`src/rtl/assert_macros.svh`:
```
// Assertion macros shared by the RTL files that check their own logic.
// Every macro samples on the rising edge of clk and is disabled while rst_n is low.
`ifndef ASSERT_MACROS_SVH
`define ASSERT_MACROS_SVH

// The condition holds at every clock edge.
`define ASSERT_ALWAYS(label, cond, msg) \
    label: assert property (@(posedge clk) disable iff (!rst_n) (cond)) else $error(msg);

// When the trigger holds, the outcome holds at the next clock edge.
`define ASSERT_NEXT(label, trig, outcome, msg) \
    label: assert property (@(posedge clk) disable iff (!rst_n) (trig) |=> (outcome)) \
        else $error(msg);

`endif

```
`src/rtl/skt_pkg.sv`:
```
// ---------------------------------------------------------------------------
// skt_pkg: shared types and constants of the sorted key table
// Holds the request and result codes, the command that is sent to every
// slot cell and the status that each cell shows to its neighbors.
// ---------------------------------------------------------------------------
package skt_pkg;

    // Field widths
    localparam int unsigned SKT_CAPACITY = 64;
    localparam int unsigned KEY_W        = 32;
    localparam int unsigned SIDX_W       = 6;
    localparam int unsigned CFG_W        = 7;
    localparam int unsigned POS_W        = 7;

    // Request operations
    localparam logic [1:0] OP_LOOKUP  = 2'd0;
    localparam logic [1:0] OP_INSERT  = 2'd1;
    localparam logic [1:0] OP_DEL_KEY = 2'd2;
    localparam logic [1:0] OP_DEL_IDX = 2'd3;

    // Result status codes
    localparam logic [1:0] STAT_DONE   = 2'd0;
    localparam logic [1:0] STAT_DUP    = 2'd1;
    localparam logic [1:0] STAT_FULL   = 2'd2;
    localparam logic [1:0] STAT_ABSENT = 2'd3;

    // Commands broadcast to the cell row
    localparam logic [2:0] CMD_HOLD    = 3'd0;
    localparam logic [2:0] CMD_CMP     = 3'd1;
    localparam logic [2:0] CMD_INS     = 3'd2;
    localparam logic [2:0] CMD_DEL_KEY = 3'd3;
    localparam logic [2:0] CMD_DEL_IDX = 3'd4;

    typedef struct packed {
        logic [2:0]        code;
        logic [KEY_W-1:0]  key;
        logic [SIDX_W-1:0] sidx;
    } skt_cmd_t;

    typedef struct packed {
        logic             valid;
        logic             less;
        logic             eq;
        logic [KEY_W-1:0] key;
    } skt_slot_t;

endpackage

```
`src/rtl/skt_cell.sv`:
```
// ---------------------------------------------------------------------------
// skt_cell: one slot of the sorted key table
// Holds one key and its valid flag, compares the key against a broadcast
// key, and on insert or delete takes the key of its left or right neighbor.
// ---------------------------------------------------------------------------
module skt_cell
    import skt_pkg::*;
#(
    parameter int unsigned INDEX = 0
)
(
    input  logic      clk,
    input  logic      rst_n,
    input  skt_cmd_t  cmd,
    input  skt_slot_t left,
    input  skt_slot_t right,
    output skt_slot_t slot
);

    localparam logic [31:0] INDEX_VEC = 32'(INDEX);

    logic             valid_reg, valid_next;
    logic             less_reg, less_next;
    logic             eq_reg, eq_next;
    logic [KEY_W-1:0] key_reg, key_next;
    logic             at_pos;
    logic             from_pos;
    logic             from_idx;

    // This cell is the first one not below the key, or lies past it.
    assign at_pos   = !less_reg && left.less;
    assign from_pos = !less_reg;
    assign from_idx = INDEX_VEC >= {{(32 - SIDX_W){1'b0}}, cmd.sidx};

    // Compare, or shift by one slot in either direction.
    always_comb
    begin
        valid_next = valid_reg;
        less_next  = less_reg;
        eq_next    = eq_reg;
        key_next   = key_reg;
        case (cmd.code)
            CMD_CMP:
            begin
                less_next = valid_reg && ($signed(key_reg) < $signed(cmd.key));
                eq_next   = valid_reg && (key_reg == cmd.key);
            end
            CMD_INS:
            begin
                if (at_pos)
                begin
                    key_next   = cmd.key;
                    valid_next = 1'b1;
                end
                else if (from_pos)
                begin
                    key_next   = left.key;
                    valid_next = left.valid;
                end
            end
            CMD_DEL_KEY:
            begin
                if (from_pos)
                begin
                    key_next   = right.key;
                    valid_next = right.valid;
                end
            end
            CMD_DEL_IDX:
            begin
                if (from_idx)
                begin
                    key_next   = right.key;
                    valid_next = right.valid;
                end
            end
            default:
            begin
            end
        endcase
    end

    // Control flags are cleared by reset.
    always_ff @(posedge clk or negedge rst_n)
    begin
        if (!rst_n)
        begin
            valid_reg <= 1'b0;
            less_reg  <= 1'b0;
            eq_reg    <= 1'b0;
        end
        else
        begin
            valid_reg <= valid_next;
            less_reg  <= less_next;
            eq_reg    <= eq_next;
        end
    end

    // The key itself only matters while the slot is valid.
    always_ff @(posedge clk)
    begin
        key_reg <= key_next;
    end

    assign slot.valid = valid_reg;
    assign slot.less  = less_reg;
    assign slot.eq    = eq_reg;
    assign slot.key   = key_reg;

endmodule

```
`config.mk`:
```
export PLATFORM = sky130hd
export DESIGN_NAME = skt_cell
export DESIGN_NICKNAME = d
export VERILOG_FILES = /design/src/rtl/assert_macros.svh /design/src/rtl/skt_pkg.sv /design/src/rtl/skt_cell.sv
export SDC_FILE = /design/constraint.sdc
export NUM_CORES = 1
export LEC_CHECK = 0
export ABC_CLOCK_PERIOD_IN_PS = 5700
export BUFFER_PORTS_ARGS = -buffer_cell sky130_fd_sc_hd__buf_4
export CORE_UTILIZATION = 30
export DETAILED_ROUTE_END_ITERATION = 6
export SLEW_MARGIN = 0
export SYNTH_ARGS = -nofsm -noshare
export SYNTH_HDL_FRONTEND = slang
export SYNTH_SLANG_ARGS = --single-unit
export TNS_END_PERCENT = 100
```
`constraint.sdc`:
```
create_clock -name clk -period 5.7 [get_ports clk]
set_input_delay 0.855 -clock clk [delete_from_list [all_inputs] [get_ports clk]]
set_output_delay 0.855 -clock clk [all_outputs]
set_load 0.03 [all_outputs]
```
==> impl_metrics.json <==
{
  "endpoint": "less_reg$_DFFE_PN0N_",
  "hold_ws_ns": 0.343,
  "final_common_cell": "buf_4",
  "dpl_cell_area_um2": 3850,
  "slowest_delay_ns": 0.54,
  "grt-ovfl-total": 0,
  "cp_data_required_time_ns": 5.90,
  "instances_no_fill": 526,
  "setup_ws_ns": 3.26,
  "antenna_left": 0,
  "wl_um": 6720,
  "cts_tree": "yes",
  "cp_cell_sequence": "buf_4 -> inv_1 -> ha_1 -> nand4_2 -> or4_1 -> o2111ai_1 -> xnor2_1 -> o31ai_2",
  "r2r_cells": 6,
  "hp-class": "in2async",
  "worst_pin_slew_ns": 1.08,
  "worstSetupEndpointType": "flip-flop",
  "rr_endpoint": "less_reg$_DFFE_PN0N_",
  "drv_cap": 0,
  "synth.area.top_cells": "edfxtp_1 (36%), ha_1 (15%), mux2i_1 (12%)",
  "path_max_fanout": 5,
  "drt_first_pass_iters": 4,
  "wl_per_cell_um": 12.8,
  "synth.ff_latch_count": 35,
  "clock_path_buffers": 2,
  "final_cell_area_um2": 3930,
  "p_clk_share_pct": 20.7,
  "fmax_mhz": 409,
  "syn_area_per_cell_um2": 9.45,
  "finalHoldViolCount": 0,
  "critical_path_class": "in2reg",
  "fp.dieW_um": 96.1,
  "final_util_pct": 46.8,
  "maxSlewViolCount": 0,
  "nNetsFinal": 565,
  "n_antenna_cell": 0,
  "cts_resized": 0,
  "p_sw_uw": 284,
  "peakVddDrop_uv": 128,
  "clk_latency_ns": 0.28,
  "dieArea_um2": 9230,
  "grt.total_usage_pct": 14.3,
  "swShare_pct": 33.8,
  "fin_crit_sh_pct": 42.9,
  "std_cell_rows": 33,
  "dp_cells": 518,
  "finalSetupTns_ns": 0,
  "syn_nets": 426,
  "dp_hpwl_um": 5340,
  "synth_warnings": 0,
  "syn_area_um2": 2660,
  "critPathTopFamily": "simple AND/OR/NAND/NOR gates",
  "grt_max_degree": 67,
  "p_per_area_nw_per_um2": 213,
  "worst_setup_path_start_kind": "input pin",
  "r2r-start": "key_reg[31]$_DFFE_PP_",
  "fillerInstances": 846,
  "cp_slowest_cell": "or4_1",
  "p_comb_share_pct": 39.0,
  "netlist_instances": 281,
  "drive_above_1_share_pct": 37.5,
  "p_seq_share_pct": 40.4,
  "outcome": "finished, final reports clean",
  "vias": 2460,
  "path_clk_slew_ns": 0.07,
  "leakage_nw": 1.87,
  "yosysUniqueCellTypes": 35,
  "worst-path-stages": 8,
  "r2r_slack_ns": 3.53,
  "antenna_found_initial": 0,
  "io_pins": 148,
  "crit_start": "cmd[37]",
  "cts_root_buffer": "clkbuf_8",
  "yosysSeqAreaShare_pct": 39.0,
  "drcViolationCount": 0,
  "cp_num_buf_inv": 2,
  "min_period_ns": 2.44,
  "core_area_um2": 8380,
  "setup_violations": 0,
  "postCtsSetupRepairBufs": 0,
  "finalPower_uw": 838,
  "final.setup_skew_ns": 0.00730,
  "internal-power_uw": 555,
  "largest_reg_flops": 32,
  "ctsHoldBuffers": 0,
  "htreeDepth": 2,
  "pre_cts_ws_ns": 2.89,
  "numCtsBuffers": 5,
  "grt_pass1_wl_um": 10200,
  "slew_headroom_pct": 27.7,
  "clock_sinks": 35,
  "initial_utilization_pct": 31.7,
  "layout_common_cells": "buf_4 (146), nand2_1 (43), o21ai_0 (37)",
  "yosysTopAreaCell": "edfxtp_1",
  "yosysTopAreaCellShare_pct": 36.2,
  "cp.arrival_ns": 2.64,
  "area_growth_pct": 47.8,
  "globalplace.congestion": 0.732,
  "drt_iter0_drc": 24,
  "rsz0062_at_grt": "no",
  "grt_pass1_vias": 2285,
  "die_y_um": 96.1,
  "routed_via_density": 4.68,
  "io_buffers": 144
}
[per-layer routing]
metal / up-vias / wire length [um] / track usage (%)
li1: 1281 / - / -
met1: 1093 / 2910 / 16.8
met2: 82 / 3230 / 25.6
met3: 4 / 536 / 4.27
met4: 0 / 40 / 3.36
met5: - / 0 / 0
[cells by family after synthesis]
| logic type | share of synthesized area (%) |
|---|---|
| AO/OA/AOI/OAI | 13.3 |
| XOR/XNOR | 0.330 |
| adder cells (fa/ha/maj) | 15.1 |
| buffers and inverters | 7.35 |
| flip-flops | 39.0 |
| multiplexers | 12.1 |
| AND/OR/NAND/NOR | 12.9 |
[final cells by class]
cell class                 instances  area [um^2]  area share, %
sequential                        35         1040           26.4
clock buffer                       6         72.6           1.85
inverter                          34          128           3.25
timing repair buffer             146         1100           27.9
tap                              105          131           3.35
clock inverter                     2         7.51          0.191
multi-input combinational        198         1460           37.1
[power by group through the flow]
| stage | clock network (mW) | registers [mW] | logic [mW] |
|---|---|---|---|
| after global placement | 0 | 0.343 | 0.328 |
| after global routing | 0.189 | 0.342 | 0.361 |
| final | 0.173 | 0.338 | 0.327 |
| after CTS | 0.180 | 0.339 | 0.333 |
| after detailed placement | 0 | 0.344 | 0.332 |
| after floorplan | 0 | 0.382 | 0.162 |
[how the worst min path moves through the flow]
stage          slack [ns]                from                    end
3_3_place_gp         0.50  eq_reg$_DFFE_PN0N_     eq_reg$_DFFE_PN0N_
6_report             0.34               rst_n  valid_reg$_DFFE_PN0P_
5_1_grt              0.32               rst_n     eq_reg$_DFFE_PN0N_
3_5_place_dp         0.50  eq_reg$_DFFE_PN0N_     eq_reg$_DFFE_PN0N_
4_1_cts              0.33               rst_n     eq_reg$_DFFE_PN0N_
2_1_floorplan        0.46  eq_reg$_DFFE_PN0N_     eq_reg$_DFFE_PN0N_
[synth_stat cells]
cell type / instances
inv_1: 34
nand3_1: 4
a221oi_1: 1
o311ai_0: 1
o221ai_1: 1
and4_1: 1
or4_1: 1
xnor2_1: 1
o21ai_1: 2
o21a_1: 1
nand2_1: 43
buf_2: 3
o31ai_2: 1
nor2b_1: 1
nand2b_1: 4
nand4_2: 1
a211oi_1: 1
edfxtp_1: 32
buf_4: 3
nand4_1: 4
clkbuf_1: 8
nand3b_1: 1
o21ai_0: 38
or3b_2: 1
nor2_1: 1
a21oi_1: 15
a2bb2oi_1: 1
nand4_4: 1
dfrtp_1: 3
mux2i_1: 32
nor3_1: 3
o211ai_1: 1
nor4_1: 3
o2111ai_1: 1
ha_1: 32
No activity file was read; power rests on OpenSTA's default activity.
